## config.mk

```make
export PLATFORM = sky130hd
export DESIGN_NAME = ultrasonic_range_measure_unit
export DESIGN_NICKNAME = d
export VERILOG_FILES = /design/src/sv/urm_pkg.sv /design/src/sv/urm_regs.sv /design/src/sv/urm_core.sv /design/src/sv/urm_out_reg.sv /design/src/sv/ultrasonic_range_measure_unit.sv
export SDC_FILE = /design/constraint.sdc
export NUM_CORES = 1
export LEC_CHECK = 0
export ABC_AREA = 1
export BUFFER_PORTS_ARGS = -buffer_cell sky130_fd_sc_hd__buf_2
export CAP_MARGIN = 20
export CORE_UTILIZATION = 25
export DETAILED_ROUTE_END_ITERATION = 7
export PLACE_DENSITY = 0.5
export SYNTH_ARGS = -nofsm -noshare
export SYNTH_HDL_FRONTEND = slang
export SYNTH_SLANG_ARGS = --single-unit
```

## constraint.sdc

```tcl
create_clock -name aclk -period 9.5 [get_ports aclk]
set_clock_uncertainty 0.15 [all_clocks]
set_input_delay 0.475 -clock aclk [delete_from_list [all_inputs] [get_ports aclk]]
set_output_delay 0.475 -clock aclk [all_outputs]
set_load 0.05 [all_outputs]
```

## src/sv/urm_pkg.sv

```systemverilog
// ----------------------------------------------------------------------------
// urm_pkg
// Shared types, field widths and reset values for the ultrasonic range unit.
// ----------------------------------------------------------------------------
package urm_pkg;

    // Field widths
    localparam int TRIG_TICKS_W = 10;
    localparam int WAIT_LIMIT_W = 20;
    localparam int WIDTH_W      = 16;
    localparam int DIST_W       = 21;
    localparam int APB_ADDR_W   = 4;
    localparam int APB_DATA_W   = 32;

    // Default counter widths
    localparam int WAIT_WIDTH_DEF  = 20;
    localparam int COUNT_WIDTH_DEF = 16;

    // Register reset values
    localparam logic [TRIG_TICKS_W-1:0] TRIG_LOW_RST   = 10'd10;
    localparam logic [TRIG_TICKS_W-1:0] TRIG_HIGH_RST  = 10'd20;
    localparam logic [WAIT_LIMIT_W-1:0] WAIT_LIMIT_RST = 20'd500000;
    localparam logic [WIDTH_W-1:0]      TMO_CODE_RST   = 16'hFFFF;

    // Distance scale: thousandths of a centimetre per echo tick
    localparam logic [DIST_W-1:0] CM_FACTOR = 21'd17;

    // Register index within the APB map (address bits [3:2])
    typedef enum logic [1:0] {
        REG_TRIG_LOW   = 2'd0,
        REG_TRIG_HIGH  = 2'd1,
        REG_WAIT_LIMIT = 2'd2,
        REG_TMO_CODE   = 2'd3
    } urm_reg_idx_t;

    typedef struct packed {
        logic [TRIG_TICKS_W-1:0] trig_low;
        logic [TRIG_TICKS_W-1:0] trig_high;
        logic [WAIT_LIMIT_W-1:0] wait_limit;
        logic [WIDTH_W-1:0]      tmo_code;
    } urm_cfg_t;

    typedef struct packed {
        logic               trigger_level;
        logic               busy;
        logic               done;
        logic               timed_out;
        logic [WIDTH_W-1:0] echo_width;
        logic [DIST_W-1:0]  distance;
    } urm_result_t;

endpackage

```

## src/sv/urm_regs.sv

```systemverilog
// ----------------------------------------------------------------------------
// urm_regs
// APB configuration registers of the ultrasonic range unit.
// ----------------------------------------------------------------------------
module urm_regs (
    input  logic                             aclk,
    input  logic                             aresetn,
    input  logic                             psel,
    input  logic                             penable,
    input  logic                             pwrite,
    input  logic [urm_pkg::APB_ADDR_W-1:0]   paddr,
    input  logic [urm_pkg::APB_DATA_W-1:0]   pwdata,
    output logic [urm_pkg::APB_DATA_W-1:0]   prdata,
    output logic                             pready,
    output urm_pkg::urm_cfg_t                cfg
);

    urm_pkg::urm_cfg_t    cfg_reg;
    urm_pkg::urm_reg_idx_t idx;
    logic                 wr_en;

    assign pready = 1'b1;
    assign idx    = urm_pkg::urm_reg_idx_t'(paddr[3:2]);
    assign wr_en  = psel && penable && pwrite && pready;
    assign cfg    = cfg_reg;

    always_ff @(posedge aclk) begin
        if (!aresetn) begin
            cfg_reg.trig_low   <= urm_pkg::TRIG_LOW_RST;
            cfg_reg.trig_high  <= urm_pkg::TRIG_HIGH_RST;
            cfg_reg.wait_limit <= urm_pkg::WAIT_LIMIT_RST;
            cfg_reg.tmo_code   <= urm_pkg::TMO_CODE_RST;
        end else if (wr_en) begin
            unique case (idx)
                urm_pkg::REG_TRIG_LOW:
                    cfg_reg.trig_low <= pwdata[urm_pkg::TRIG_TICKS_W-1:0];
                urm_pkg::REG_TRIG_HIGH:
                    cfg_reg.trig_high <= pwdata[urm_pkg::TRIG_TICKS_W-1:0];
                urm_pkg::REG_WAIT_LIMIT:
                    cfg_reg.wait_limit <= pwdata[urm_pkg::WAIT_LIMIT_W-1:0];
                urm_pkg::REG_TMO_CODE:
                    cfg_reg.tmo_code <= pwdata[urm_pkg::WIDTH_W-1:0];
                default: ;
            endcase
        end
    end

    always_comb begin
        prdata = '0;
        unique case (idx)
            urm_pkg::REG_TRIG_LOW:
                prdata = urm_pkg::APB_DATA_W'(cfg_reg.trig_low);
            urm_pkg::REG_TRIG_HIGH:
                prdata = urm_pkg::APB_DATA_W'(cfg_reg.trig_high);
            urm_pkg::REG_WAIT_LIMIT:
                prdata = urm_pkg::APB_DATA_W'(cfg_reg.wait_limit);
            urm_pkg::REG_TMO_CODE:
                prdata = urm_pkg::APB_DATA_W'(cfg_reg.tmo_code);
            default: prdata = '0;
        endcase
    end

endmodule

```

## src/sv/urm_core.sv

```systemverilog
// ----------------------------------------------------------------------------
// urm_core
// Ranging sequencer: trigger pulse, echo wait and echo width count per tick.
// ----------------------------------------------------------------------------
module urm_core #(
    parameter int WAIT_WIDTH  = urm_pkg::WAIT_WIDTH_DEF,
    parameter int COUNT_WIDTH = urm_pkg::COUNT_WIDTH_DEF
) (
    input  logic                  aclk,
    input  logic                  aresetn,
    input  logic                  advance,
    input  logic                  start_req,
    input  logic                  echo_level,
    input  urm_pkg::urm_cfg_t     cfg,
    output urm_pkg::urm_result_t  result
);

    localparam int CMP_W = (WAIT_WIDTH > urm_pkg::WAIT_LIMIT_W) ?
                           WAIT_WIDTH : urm_pkg::WAIT_LIMIT_W;
    localparam int WEXT_W = (COUNT_WIDTH > urm_pkg::WIDTH_W) ?
                            COUNT_WIDTH : urm_pkg::WIDTH_W;

    typedef enum logic [2:0] {
        PH_IDLE  = 3'd0,
        PH_TLOW  = 3'd1,
        PH_THIGH = 3'd2,
        PH_WAIT  = 3'd3,
        PH_MEAS  = 3'd4
    } phase_t;

    phase_t                 phase_reg, phase_next;
    logic [WAIT_WIDTH-1:0]  tick_reg, tick_next;
    logic [COUNT_WIDTH-1:0] wcnt_reg, wcnt_next;

    logic [WAIT_WIDTH-1:0]      tick_inc;
    logic [WAIT_WIDTH-1:0]      tick_sat;
    logic [WEXT_W-1:0]          wcnt_ext;
    logic                       trig;
    logic                       done;
    logic                       tmo;
    logic [urm_pkg::WIDTH_W-1:0] width;

    assign tick_inc = tick_reg + WAIT_WIDTH'(1);
    assign tick_sat = (tick_reg != '1) ? tick_inc : tick_reg;
    assign wcnt_ext = WEXT_W'(wcnt_reg);

    always_comb begin
        phase_next = phase_reg;
        tick_next  = tick_reg;
        wcnt_next  = wcnt_reg;
        trig       = 1'b0;
        done       = 1'b0;
        tmo        = 1'b0;
        width      = '0;
        unique case (phase_reg)
            PH_IDLE: begin
                if (start_req) begin
                    // the start tick is the first low-trigger tick
                    if (cfg.trig_low <= urm_pkg::TRIG_TICKS_W'(1)) begin
                        phase_next = PH_THIGH;
                        tick_next  = '0;
                    end else begin
                        phase_next = PH_TLOW;
                        tick_next  = WAIT_WIDTH'(1);
                    end
                end
            end
            PH_TLOW: begin
                tick_next = tick_inc;
                if (CMP_W'(tick_inc) >= CMP_W'(cfg.trig_low) || tick_inc == '0) begin
                    phase_next = PH_THIGH;
                    tick_next  = '0;
                end
            end
            PH_THIGH: begin
                trig      = 1'b1;
                tick_next = tick_inc;
                if (CMP_W'(tick_inc) >= CMP_W'(cfg.trig_high) || tick_inc == '0) begin
                    phase_next = PH_WAIT;
                    tick_next  = '0;
                end
            end
            PH_WAIT: begin
                if (echo_level) begin
                    phase_next = PH_MEAS;
                    wcnt_next  = COUNT_WIDTH'(1);
                    tick_next  = '0;
                end else begin
                    tick_next = tick_sat;
                    if (CMP_W'(tick_sat) >= CMP_W'(cfg.wait_limit) || tick_sat == '1) begin
                        done       = 1'b1;
                        tmo        = 1'b1;
                        width      = cfg.tmo_code;
                        phase_next = PH_IDLE;
                        tick_next  = '0;
                        wcnt_next  = '0;
                    end
                end
            end
            PH_MEAS: begin
                if (echo_level) begin
                    // saturate on a long echo
                    if (wcnt_reg != '1) begin
                        wcnt_next = wcnt_reg + COUNT_WIDTH'(1);
                    end
                end else begin
                    done       = 1'b1;
                    width      = wcnt_ext[urm_pkg::WIDTH_W-1:0];
                    phase_next = PH_IDLE;
                    tick_next  = '0;
                    wcnt_next  = '0;
                end
            end
            default: begin
                phase_next = PH_IDLE;
                tick_next  = '0;
                wcnt_next  = '0;
            end
        endcase
    end

    always_ff @(posedge aclk) begin
        if (!aresetn) begin
            phase_reg <= PH_IDLE;
            tick_reg  <= '0;
            wcnt_reg  <= '0;
        end else if (advance) begin
            phase_reg <= phase_next;
            tick_reg  <= tick_next;
            wcnt_reg  <= wcnt_next;
        end
    end

    always_comb begin
        result.trigger_level = trig;
        result.busy          = (phase_next != PH_IDLE);
        result.done          = done;
        result.timed_out     = tmo;
        result.echo_width    = width;
        result.distance      = urm_pkg::DIST_W'(width) * urm_pkg::CM_FACTOR;
    end

    // a measurement in progress never goes back to idle without a done word
    a_idle_only_via_done: assert property (@(posedge aclk) disable iff (!aresetn)
        (advance && phase_reg != PH_IDLE && phase_next == PH_IDLE &&
         phase_reg != PH_TLOW && phase_reg != PH_THIGH) |-> done)
        else $error("urm_core: left measurement without done");

    a_counter_clear_in_idle: assert property (@(posedge aclk) disable iff (!aresetn)
        (phase_reg == PH_IDLE) |-> (wcnt_reg == '0))
        else $error("urm_core: width counter not clear in idle");

    a_meas_counts_nonzero: assert property (@(posedge aclk) disable iff (!aresetn)
        (phase_reg == PH_MEAS) |-> (wcnt_reg != '0))
        else $error("urm_core: zero width counter while measuring");

endmodule

```

## src/sv/urm_out_reg.sv

```systemverilog
// ----------------------------------------------------------------------------
// urm_out_reg
// Result register with valid/ready hand-off; refills in the cycle it drains.
// ----------------------------------------------------------------------------
module urm_out_reg (
    input  logic                 aclk,
    input  logic                 aresetn,
    input  logic                 load,
    input  urm_pkg::urm_result_t data_in,
    input  logic                 m_ready,
    output logic                 m_valid,
    output logic                 can_load,
    output urm_pkg::urm_result_t data_out
);

    logic                 valid_reg, valid_next;
    urm_pkg::urm_result_t data_reg;

    assign can_load   = !valid_reg || m_ready;
    assign valid_next = load ? 1'b1 : (valid_reg && !m_ready);
    assign m_valid    = valid_reg;
    assign data_out   = data_reg;

    always_ff @(posedge aclk) begin
        if (!aresetn) begin
            valid_reg <= 1'b0;
        end else begin
            valid_reg <= valid_next;
        end
    end

    always_ff @(posedge aclk) begin
        if (load) begin
            data_reg <= data_in;
        end
    end

endmodule

```

## src/sv/ultrasonic_range_measure_unit.sv

```systemverilog
// ----------------------------------------------------------------------------
// ultrasonic_range_measure_unit
// A tick word is accepted and its result word shows on m_* in the cycle after.
// Throughput: one tick word per cycle unless m_ready stalls; the single result register
// refills as it drains. Rate is set by the sequencer update between the state
// and result registers. Reset (aresetn low, synchronous): sequencer idle, counters
// cleared, no result held, configuration registers back to their default values.
// ----------------------------------------------------------------------------
module ultrasonic_range_measure_unit #(
    parameter int WAIT_WIDTH  = urm_pkg::WAIT_WIDTH_DEF,
    parameter int COUNT_WIDTH = urm_pkg::COUNT_WIDTH_DEF
) (
    input  logic                              aclk,
    input  logic                              aresetn,

    // APB configuration port
    input  logic                              psel,
    input  logic                              penable,
    input  logic                              pwrite,
    input  logic [urm_pkg::APB_ADDR_W-1:0]    paddr,
    input  logic [urm_pkg::APB_DATA_W-1:0]    pwdata,
    output logic [urm_pkg::APB_DATA_W-1:0]    prdata,
    output logic                              pready,

    // tick words in
    input  logic                              s_valid,
    output logic                              s_ready,
    input  logic                              s_start_req,
    input  logic                              s_echo_level,

    // result words out
    output logic                              m_valid,
    input  logic                              m_ready,
    output logic                              m_trigger_level,
    output logic                              m_busy_res,
    output logic                              m_done_res,
    output logic                              m_timed_out,
    output logic [urm_pkg::WIDTH_W-1:0]       m_echo_width,
    output logic [urm_pkg::DIST_W-1:0]        m_distance
);

    urm_pkg::urm_cfg_t    cfg;
    urm_pkg::urm_result_t core_res;
    urm_pkg::urm_result_t out_res;
    logic                 accept;

    // Accept a tick word whenever the result register is empty or draining.
    assign accept = s_valid && s_ready;

    urm_regs u_regs (
        .aclk    (aclk),
        .aresetn (aresetn),
        .psel    (psel),
        .penable (penable),
        .pwrite  (pwrite),
        .paddr   (paddr),
        .pwdata  (pwdata),
        .prdata  (prdata),
        .pready  (pready),
        .cfg     (cfg)
    );

    // Advance the sequencer state only on an accepted tick; its result
    // word for that tick is formed in the same cycle.
    urm_core #(
        .WAIT_WIDTH  (WAIT_WIDTH),
        .COUNT_WIDTH (COUNT_WIDTH)
    ) u_core (
        .aclk       (aclk),
        .aresetn    (aresetn),
        .advance    (accept),
        .start_req  (s_start_req),
        .echo_level (s_echo_level),
        .cfg        (cfg),
        .result     (core_res)
    );

    // Hold the result word until the consumer takes it.
    urm_out_reg u_out (
        .aclk     (aclk),
        .aresetn  (aresetn),
        .load     (accept),
        .data_in  (core_res),
        .m_ready  (m_ready),
        .m_valid  (m_valid),
        .can_load (s_ready),
        .data_out (out_res)
    );

    assign m_trigger_level = out_res.trigger_level;
    assign m_busy_res      = out_res.busy;
    assign m_done_res      = out_res.done;
    assign m_timed_out     = out_res.timed_out;
    assign m_echo_width    = out_res.echo_width;
    assign m_distance      = out_res.distance;

    // every accepted tick yields a result word in the next cycle
    a_accept_gives_word: assert property (@(posedge aclk) disable iff (!aresetn)
        accept |=> m_valid)
        else $error("unit: accepted tick produced no result word");

    // timeout is only reported with done, and a finished measurement is not busy
    a_timeout_with_done: assert property (@(posedge aclk) disable iff (!aresetn)
        (m_valid && m_timed_out) |-> (m_done_res && !m_busy_res))
        else $error("unit: timeout flag without done");

    // width and distance are zero on words that do not finish a measurement
    a_quiet_fields: assert property (@(posedge aclk) disable iff (!aresetn)
        (m_valid && !m_done_res) |-> (m_echo_width == '0 && m_distance == '0))
        else $error("unit: width or distance set without done");

    // distance tracks the reported width
    a_distance_scale: assert property (@(posedge aclk) disable iff (!aresetn)
        m_valid |-> (m_distance == urm_pkg::DIST_W'(m_echo_width) * urm_pkg::CM_FACTOR))
        else $error("unit: distance does not match echo width");

endmodule
```

* After elaboration in Yosys (flattened, before gate mapping)
Index checks and enable logic that the tools add are counted.
** Storage, ports and cells
- Word-level logic and storage cells :: 90
- Output and inout bits :: 76
- Bits in registers :: 137
** Operators by class
- Eq/ne operators :: 14
- Reduce and logical (&&, ||, !) cells :: 21
- $mul :: 1
- Mux-type cells :: 33
- Bitwise logic cells :: 1
- Add/sub/neg operators :: 2
- $lt $le $gt $ge :: 4
** Operator list (number)
- 2-to-1 mux 20 bit :: 7
- one-hot mux 32 bit (4 select lines) :: 1
- 2-to-1 mux 16 bit :: 7
- one-hot mux 20 bit (5 select lines) :: 1
- one-hot mux 16 bit (3 select lines) :: 1
- greater-or-equal comparator 20 x 10 -> 1 bit :: 2
- one-hot mux 16 bit (2 select lines) :: 1
- multiplier 16 x 5 -> 21 bit (second input constant) :: 1
- adder 20 x 1 -> 20 bit (second input constant) :: 1
- == test 20 bit (second input constant) :: 1
- greater-or-equal comparator 20 bit :: 1
- logical NOT 20 bit :: 1
- inequality test 20 bit (second input constant) :: 1
- 2-to-1 mux 3 bit :: 6
- adder 16 x 1 -> 16 bit (second input constant) :: 1
- inequality test 16 bit (second input constant) :: 1
- one-hot mux 3 bit (5 select lines) :: 1
- <= comparator 10 x 1 -> 1 bit (second input constant) :: 1
- AND reduction 2 bit :: 4
- == test 3 x 2 -> 1 bit (second input constant) :: 2
- 2-to-1 mux 1 bit :: 6
- inequality test 3 x 2 -> 1 bit (second input constant) :: 2
- == test 2 bit (second input constant) :: 2
- logical AND 1 bit :: 4
- other kinds (15) :: 20

* Depth between registers and ports, before layout
Gate-level depths: netlist of run 1.
- Depth in word-level cells :: 8
- Gate-level depth with buffers :: 37
- Mapped depth without buffers :: 37

* Hierarchy
A second synthesis of run 1 with hierarchy kept.
** Second synthesis, totals
- Cells, all modules :: 1252
- Area total of the unflattened synthesis :: 8821.0 um^2
** Modules (own cells, without submodules)
- urm_core :: instances 1, cells each 815, area an instance 4929.7 um^2
- urm_regs :: instances 1, cells each 388, area an instance 2606.2 um^2
- urm_out_reg :: instances 1, cells each 47, area an instance 1277.5 um^2
- ultrasonic_range_measure_unit :: instances 1, cells each 2, area an instance 7.5 um^2

* Least setup slack after synthesis of run 1
No wires, ideal clock.
- Path kind :: register -> register
- From :: reg u_core.tick_reg[0]
- To :: reg u_out.data_reg (netlist bit u_out.data_out[17]) (data pin)
- Cell stages (with the launch flop) :: 29
- Slack :: 4.243 ns
- Arrival :: 4.838 ns
- Cells stage by stage :: dfxtp_1 -> ha_1 -> inv_1 -> nor2_4 -> nand2_4 -> nor2_4 -> nand3_4 -> buf_6 -> clkbuf_1 -> nand2_1 -> ha_1 -> a21oi_1 -> o21ai_0 -> a21oi_1 -> nand2_1 -> nor2_1 -> nand2_4 -> nand2_4 -> clkinv_1 -> nand2_1 -> o21ai_0 -> ha_1 -> ha_1 -> fa_1 -> a31oi_1 -> o21ai_0 -> a21oi_1 -> o21ai_0 -> xor2_1
** RTL lines
- start: declaration :: RTL line urm_core.sv:32 : logic [WAIT_WIDTH-1:0] tick_reg, tick_next;
- start signal: assignment :: RTL line urm_core.sv:129 : tick_reg <= tick_next;
- end signal: assignment :: RTL line urm_out_reg.sv:34 : data_reg <= data_in;
- end: declaration :: RTL line urm_out_reg.sv:17 : urm_pkg::urm_result_t data_reg;

==> results of run 1 <==
-- stage by stage --
stage | instances | hold WS (ns) | instance area, sq um | power (mW)
after floorplan | 1137 | 0.293 | 8290 | 0.755
after global placement | 1631 | 0.306 | 9100 | 0.801
after detailed placement | 1631 | 0.314 | 9100 | 0.802
after CTS | 1663 | 0.105 | 9670 | 1.46
after global routing | 1663 | 0.119 | 9670 | 1.50
final | 1663 | 0.119 | 9670 | 1.44
-- cells in the mapped netlist, types with 6 or more instances --
| cell | count | area, sq um |
|---|---|---|
| dfxtp_1 | 96 | 1920 |
| o21ai_0 | 63 | 315 |
| ha_1 | 67 | 838 |
| nand4_1 | 17 | 106 |
| o21ai_1 | 11 | 55.1 |
| o22ai_1 | 7 | 43.8 |
| nand2_1 | 290 | 1090 |
| nor2_2 | 6 | 37.5 |
| a21oi_1 | 92 | 460 |
| nor4_1 | 9 | 56.3 |
| nor3_1 | 13 | 65.1 |
| inv_1 | 137 | 514 |
| o211ai_1 | 17 | 128 |
| clkbuf_1 | 28 | 105 |
| edfxtp_1 | 37 | 1110 |
| nor2_1 | 77 | 289 |
| xor2_1 | 18 | 158 |
| buf_4 | 17 | 128 |
| nand3_1 | 62 | 310 |
-- tightest hold or removal path, delay by kind of cell --
| kind | cells | cell delay (ns) |
|---|---|---|
| buffers and inverters | 1 | 0.08 |
| AND/OR/NAND/NOR | 1 | 0.04 |
| AO/OA/AOI/OAI | 1 | 0.06 |
-- layer usage --
metal | track usage [%] | routed length (um)
met1 | 17.1 | 10500
met5 | 0 | 0
met4 | 5.27 | 499
met3 | 2.44 | 854
met2 | 25.9 | 12000
-- power by group through the flow --
stage          Sequential (mW)  Clock [mW]  Combinational (mW)
3_3_place_gp             0.621           0               0.180
6_report                 0.609       0.651               0.180
3_5_place_dp             0.621           0               0.181
2_1_floorplan            0.647           0               0.108
5_1_grt                  0.610       0.691               0.195
4_1_cts                  0.609       0.668               0.182
-- cell families after synthesis --
kind of cell | share of synthesized area [%]
xor+xnor | 2.44
simple gates | 26.0
fa+ha+maj | 10.4
buf+inv | 9.78
flops | 36.7
compound gates | 14.6
other cells | 0.0910
-- worst max-delay path by stage --
stage,startpoint,end,slack (ns)
2_1_floorplan,u_core.tick_reg[0],u_out.data_out[17],4.24
3_3_place_gp,u_core.tick_reg[0],u_out.data_out[17],3.02
3_5_place_dp,u_core.tick_reg[0],u_out.data_out[17],2.94
4_1_cts,u_core.tick_reg[0],u_out.data_out[17],2.92
5_1_grt,u_core.tick_reg[0],u_out.data_out[19],2.36
6_report,u_core.tick_reg[0],u_out.data_out[17],3.00
-- final cells by class --
class,instances,area share (%)
well taps,442,5.72
repair buffers,100,5.36
inverters,143,5.59
clock inverters,13,1.40
clock buffers,19,4.49
multi-input cells,813,46.1
flip-flops and latches,133,31.4
==> flow_summary_export.csv, run 1 <==
group,metric,value,unit
worst_hold_path,hold_path.startpoint,"pwdata[18]",
layout,largest_register_ffs,56,
timing,layout_setup_ws,3.00,ns
timing,finalMaxSlewViolations,0,
layout,nets,1321,
die,coreArea,32500,sq um
power,peakVddDrop,85.4,uV
timing,setup-tns-final,0,ns
logic_synthesis,ys.flop_type,"dfxtp_1",
clock_network,cts_setup_buffers,0,
die,start_util,25.4,%
placement,gp_congestion,0.862,
detailed_routing,drc,0,
power,internal_power,1.02,mW
detailed_routing,avgViaCountPerCell,4.53,
power,power_frac_comb,12.5,%
critical_path,r2r-end,"u_out.data_out[17]",
logic_synthesis,synthArstFlopShare,0,%
layout,ff_latch_area,3030,sq um
clock_network,post_cts_resized,0,
worst_hold_path,min_to,"u_regs.cfg[34]",
placement,dp_hpwl,18.7,mm
critical_path,start_kind,"flop",
run,cap_violations,0,
logic_synthesis,synth_area,8250,sq um
timing,tightest_slew,0.891,ns
outcome,status,"finished, final reports clean",
layout,final_common_cell,"nand2_1",
clock_network,cts_num_sinks,133,
die,fp.dieW,184,um
clock_network,clock_path_buffers,2,
critical_path,r2r_cells,30,
critical_path,rr_startpoint,"u_core.tick_reg[0]",
die,die-area,33700,sq um
critical_path,worstPathMaxFanout,26,
timing,rsz0062_at_grt,"no",
timing,fin_crit,6.50,ns
layout,layout-drive-gt1-share,12.8,%
worst_hold_path,whs_path_depth,3,
power,p_sw,0.416,mW
detailed_routing,wl,23.8,mm
logic_synthesis,ys_warn_count,0,
detailed_routing,route.vias.total,7534,
placement,pre_cts_ws,2.94,ns
timing,post-route-period-util,68.5,%
power,seqPwrFrac,42.3,%
detailed_routing,drt-wirelength-per-cell,14.3,um
layout,final_cell_mix,"290 x nand2_1, 137 x inv_1, 96 x dfxtp_1",
die,row_count,66,
timing,max_freq,154,MHz
global_routing,grt_overflow_total,0,
detailed_routing,ant_nets,0,
clock_network,clock_latency,0.43,ns
logic_synthesis,synth_cell_types,44,
critical_path,critPathKind,"reg -> reg",
critical_path,crit_top_cell,"nand2_1",
critical_path,arrival,6.51,ns
die,die_h,184,um
power,clkPwrFrac,45.2,%
worst_hold_path,hp-class,"in -> reg",
critical_path,worst-path-buf-inv,3,
layout,diodes,0,
global_routing,track_usage,14.4,%
global_routing,grt_max_degree,64,
logic_synthesis,synthCells,1126,
critical_path,max_stage_delay,0.58,ns
critical_path,critPathTopFamily,"simple AND/OR/NAND/NOR gates",
power,power.density,149,nW/um^2
critical_path,crit_slowest_cell,"dfxtp_1",
detailed_routing,drt_iter0_markers,448,
die,design.portCount,121,
critical_path,rrSetupSlack,3.00,ns
clock_network,root_buffer,"clkbuf_16",
power,switching_share,28.9,%
layout,multi_input_area,4450,sq um
detailed_routing,dr.pass1.iters,5,
global_routing,antenna_found_initial,0,
layout,final_util,29.7,%
logic_synthesis,avgSynthCellArea,7.33,sq um
timing,finalSetupViolCount,0,
global_routing,grt_pass1_vias,7150,
timing,final_hold_viol_count,0,
logic_synthesis,yosysSeqAreaShare,36.7,%
power,cellLeakagePower,4.44,nW
clock_network,cts_buffers,17,
clock_network,path_clk_slew,0.06,ns
logic_synthesis,synth_edf_count,37,
logic_synthesis,ys_ff_latch,133,
timing,relSlewSlack,40.1,%
placement,io_buffers,93,
global_routing,grt_pass1_wl,37.7,mm
layout,synthToLayoutAreaGrowth,17.1,%
clock_network,cts-htree-levels,4,
critical_path,path_depth,30,
clock_network,cts_tree,"yes",
clock_network,cts_hold_repair.buffers,0,
critical_path,cp-end-kind,"flop",
critical_path,required,9.51,ns
layout,fillers,3594,
No activity file was read; power rests on OpenSTA's default activity.
==> inputs of run 2 (changes only) <==
- ABC_AREA: 1 -> 0
- clock period: 9.5 -> 6.1 ns (I/O delays scaled with it)
==> run 2 against run 1 <==
  * Highest routed layer unchanged
  * Fmax up 13%
  * Sequential cell count unchanged
  * Worst hold slack worse by 0.094 ns
  * Cell area up 5.7%
  * Register-to-register slack worse by 2.7 ns
  * Via count down 3.5%
  * Largest power group unchanged
  * Final cell count down 6.9%
  * Global-route usage up 0.69 points
  * Sequential share of layout area down 1.7 points
  * Power up 55%
==> flow_summary_export.csv, run 2 <==
group,metric,value,unit
clock_network,cts-htree-levels,4,
layout,largest_register_ffs,56,
die,die_h,185,um
die,die-area,34100,sq um
detailed_routing,avgViaCountPerCell,4.70,
detailed_routing,route.vias.total,7272,
detailed_routing,drt_iter0_markers,462,
detailed_routing,ant_nets,0,
critical_path,start_kind,"flop",
critical_path,cp-end-kind,"flop",
worst_hold_path,hp-class,"in -> reg",
clock_network,clock_path_buffers,2,
timing,fin_crit,5.76,ns
global_routing,grt_pass1_wl,39.4,mm
logic_synthesis,ys_top_cells_by_area,"dfxtp_1 23%, edfxtp_1 13%, ha_1 10%",
timing,max_freq,174,MHz
logic_synthesis,avgSynthCellArea,8.63,sq um
die,design.portCount,121,
logic_synthesis,ys_top_cells_by_count,"170 x nand2_1, 96 x dfxtp_1, 67 x a21oi_1, 67 x ha_1, 50 x inv_1",
logic_synthesis,synthArstFlopShare,0,%
global_routing,met3_usage,2.35,%
placement,gp_congestion,0.836,
clock_network,root_buffer,"clkbuf_16",
critical_path,worstPathMaxFanout,8,
critical_path,required,6.13,ns
global_routing,antenna_found_initial,0,
die,row_count,66,
clock_network,cts_num_sinks,133,
layout,multi_input_area,4810,sq um
layout,layout.cells.non_filler,1548,
layout,diodes,0,
logic_synthesis,synthCells,967,
die,start_util,25.5,%
placement,dpl.cell_count,1501,
outcome,status,"finished, final reports clean",
detailed_routing,dr.pass1.iters,5,
timing,finalMaxSlewViolations,0,
timing,relSlewSlack,32.4,%
critical_path,critPathKind,"reg -> reg",
logic_synthesis,synth_edf_count,37,
logic_synthesis,ys.flop_type,"dfxtp_1",
die,coreArea,32700,sq um
placement,dp_hpwl,18.9,mm
logic_synthesis,synth_most_common_cell,"nand2_1",
layout,final_cell_mix,"170 x nand2_1, 96 x dfxtp_1, 93 x buf_2",
layout,ff_latch_area,3030,sq um
layout,final_common_cell,"nand2_1",
logic_synthesis,synth_area,8340,sq um
global_routing,met2_usage,25.1,%
critical_path,rrSetupSlack,0.34,ns
logic_synthesis,synth_largest_area_cell,"dfxtp_1",
clock_network,path_clk_slew,0.06,ns
layout,fillers,3535,
detailed_routing,drc,0,
timing,finalSetupViolCount,0,
logic_synthesis,ys_warn_count,0,
timing,setup-tns-final,0,ns
logic_synthesis,yosysTopAreaCellShare,23.0,%
die,fp.dieW,185,um
global_routing,grt-busiest-layer,"met2",
placement,io_buffers,93,
global_routing,met1_usage,20.1,%
global_routing,track_usage,15.1,%
timing,final_hold_viol_count,0,
detailed_routing,drt-wirelength-per-cell,16.1,um
logic_synthesis,yosysSeqAreaShare,36.4,%
power,total_power,2.23,mW
global_routing,grt_pass1_vias,7007,
power,power.density,219,nW/um^2
layout,nets,1206,
timing,tightest_slew,1.01,ns
power,cellLeakagePower,4.34,nW
power,peakVddDrop,196,uV
logic_synthesis,ys_ff_latch,133,
logic_synthesis,synth_cell_types,66,
layout,layout-drive-gt1-share,20.2,%
detailed_routing,wl,24.9,mm
global_routing,grt_max_degree,47,
critical_path,arrival,5.79,ns
clock_network,clock_latency,0.43,ns
run,cap_violations,0,
timing,rsz0062_at_grt,"no",
timing,post-route-period-util,94.4,%
layout,synthToLayoutAreaGrowth,22.5,%
clock_network,cts_buffers,17,
clock_network,cts_tree,"yes",
global_routing,grt_overflow_total,0,
-- run 2: changes by cell type after synthesis, sizes merged, moves of 15 or more --
| cell | change |
|---|---|
| nand2b | +15 |
| nand2 | -127 |
| inv | -88 |
| nand3 | -21 |
| a22o | +15 |
| buf | +17 |
| a21boi | +15 |
| o21ai | -51 |
| nor2 | -48 |
| a21oi | -25 |
| xnor2 | +15 |
-- run 2: cells by family (layout without fill, tap and decap cells) --
logic type / count (synthesis) / count (layout) / synth area share, %
AO/OA/AOI/OAI: 208 / 208 / 17.0
other: 2 / 13 / 0.0900
flip-flops: 133 / 133 / 36.4
AND/OR/NAND/NOR: 388 / 388 / 22.8
multiplexers: 17 / 17 / 3.55
buffers and inverters: 121 / 249 / 6.81
adder cells (fa/ha/maj): 68 / 68 / 10.3
XOR/XNOR: 30 / 30 / 3.15
-- run 2: report_power, final --
part	leakage (nW)	switching, mW	internal, mW
registers	1.15	0.0126	0.927
clock network	0.275	0.433	0.606
logic	2.91	0.190	0.0640
total	4.34	0.636	1.60
-- run 2: repair_timing --
item,4_1_cts,5_1_grt
hold endpoints to repair,22,0
buffers inserted,0,1
hold buffers,14,0
resized for setup,0,10
endpoints found under the setup margin,0,8
-- run 2: stage by stage --
stage	hold slack [ns]	utilization [%]	worst slack, ns	cell area [sq um]
after floorplan	0.279	-	0.0355	8380
after global placement	0.308	28.9	0.133	9460
after detailed placement	0.313	28.9	0.135	9460
after CTS	0.00362	31.1	0.109	10200
after global routing	0.0203	31.2	0.00546	10200
final	0.0247	31.2	0.343	10200
-- run 2: area by class of cell --
type	count	share of cell area, %
Sequential cell	133	29.7
Timing Repair Buffer	165	10.2
Inverter	52	1.91
Clock buffer	18	4.20
Multi-Input combinational cell	724	47.1
Clock inverter	14	1.49
Tap cell	442	5.41
-- run 2: worst paths after layout --
| kind | cells past startpoint | start | to |
|---|---|---|---|
| setup / recovery | 26 | u_core.tick_reg[0] | u_out.data_out[15] |
| setup reg to reg | 26 | u_core.tick_reg[0] | u_out.data_out[15] |
| hold reg to reg | 2 | u_regs.cfg[41] | u_regs.cfg[41] |
| hold / removal | 3 | pwdata[0] | u_regs.cfg[46] |
-- run 2: critical path, cell delays in order, from the launching register on --
cell,delay [ns]
dfxtp_1,0.35
ha_1,0.20
nand3_2,0.14
buf_4,0.19
or3_4,0.34
or3_4,0.35
and2_1,0.18
nand2_1,0.10
ha_1,0.24
a21o_1,0.16
a211oi_1,0.23
o21ai_1,0.13
nor3_1,0.16
buf_4,0.15
a31oi_4,0.15
a22o_1,0.27
ha_1,0.30
ha_1,0.23
fa_2,0.35
a21o_1,0.20
a21oi_2,0.15
nor2b_1,0.06
nor2_1,0.12
o21ai_1,0.12
a21oi_1,0.24
nand2b_1,0.10
xor2_1,0.15
-- run 2: per-layer routing --
layer	vias to the layer above	routed length, um
met3	23	967
li1	3664	-
met5	-	0
met2	169	11800
met1	3416	11800
met4	0	340
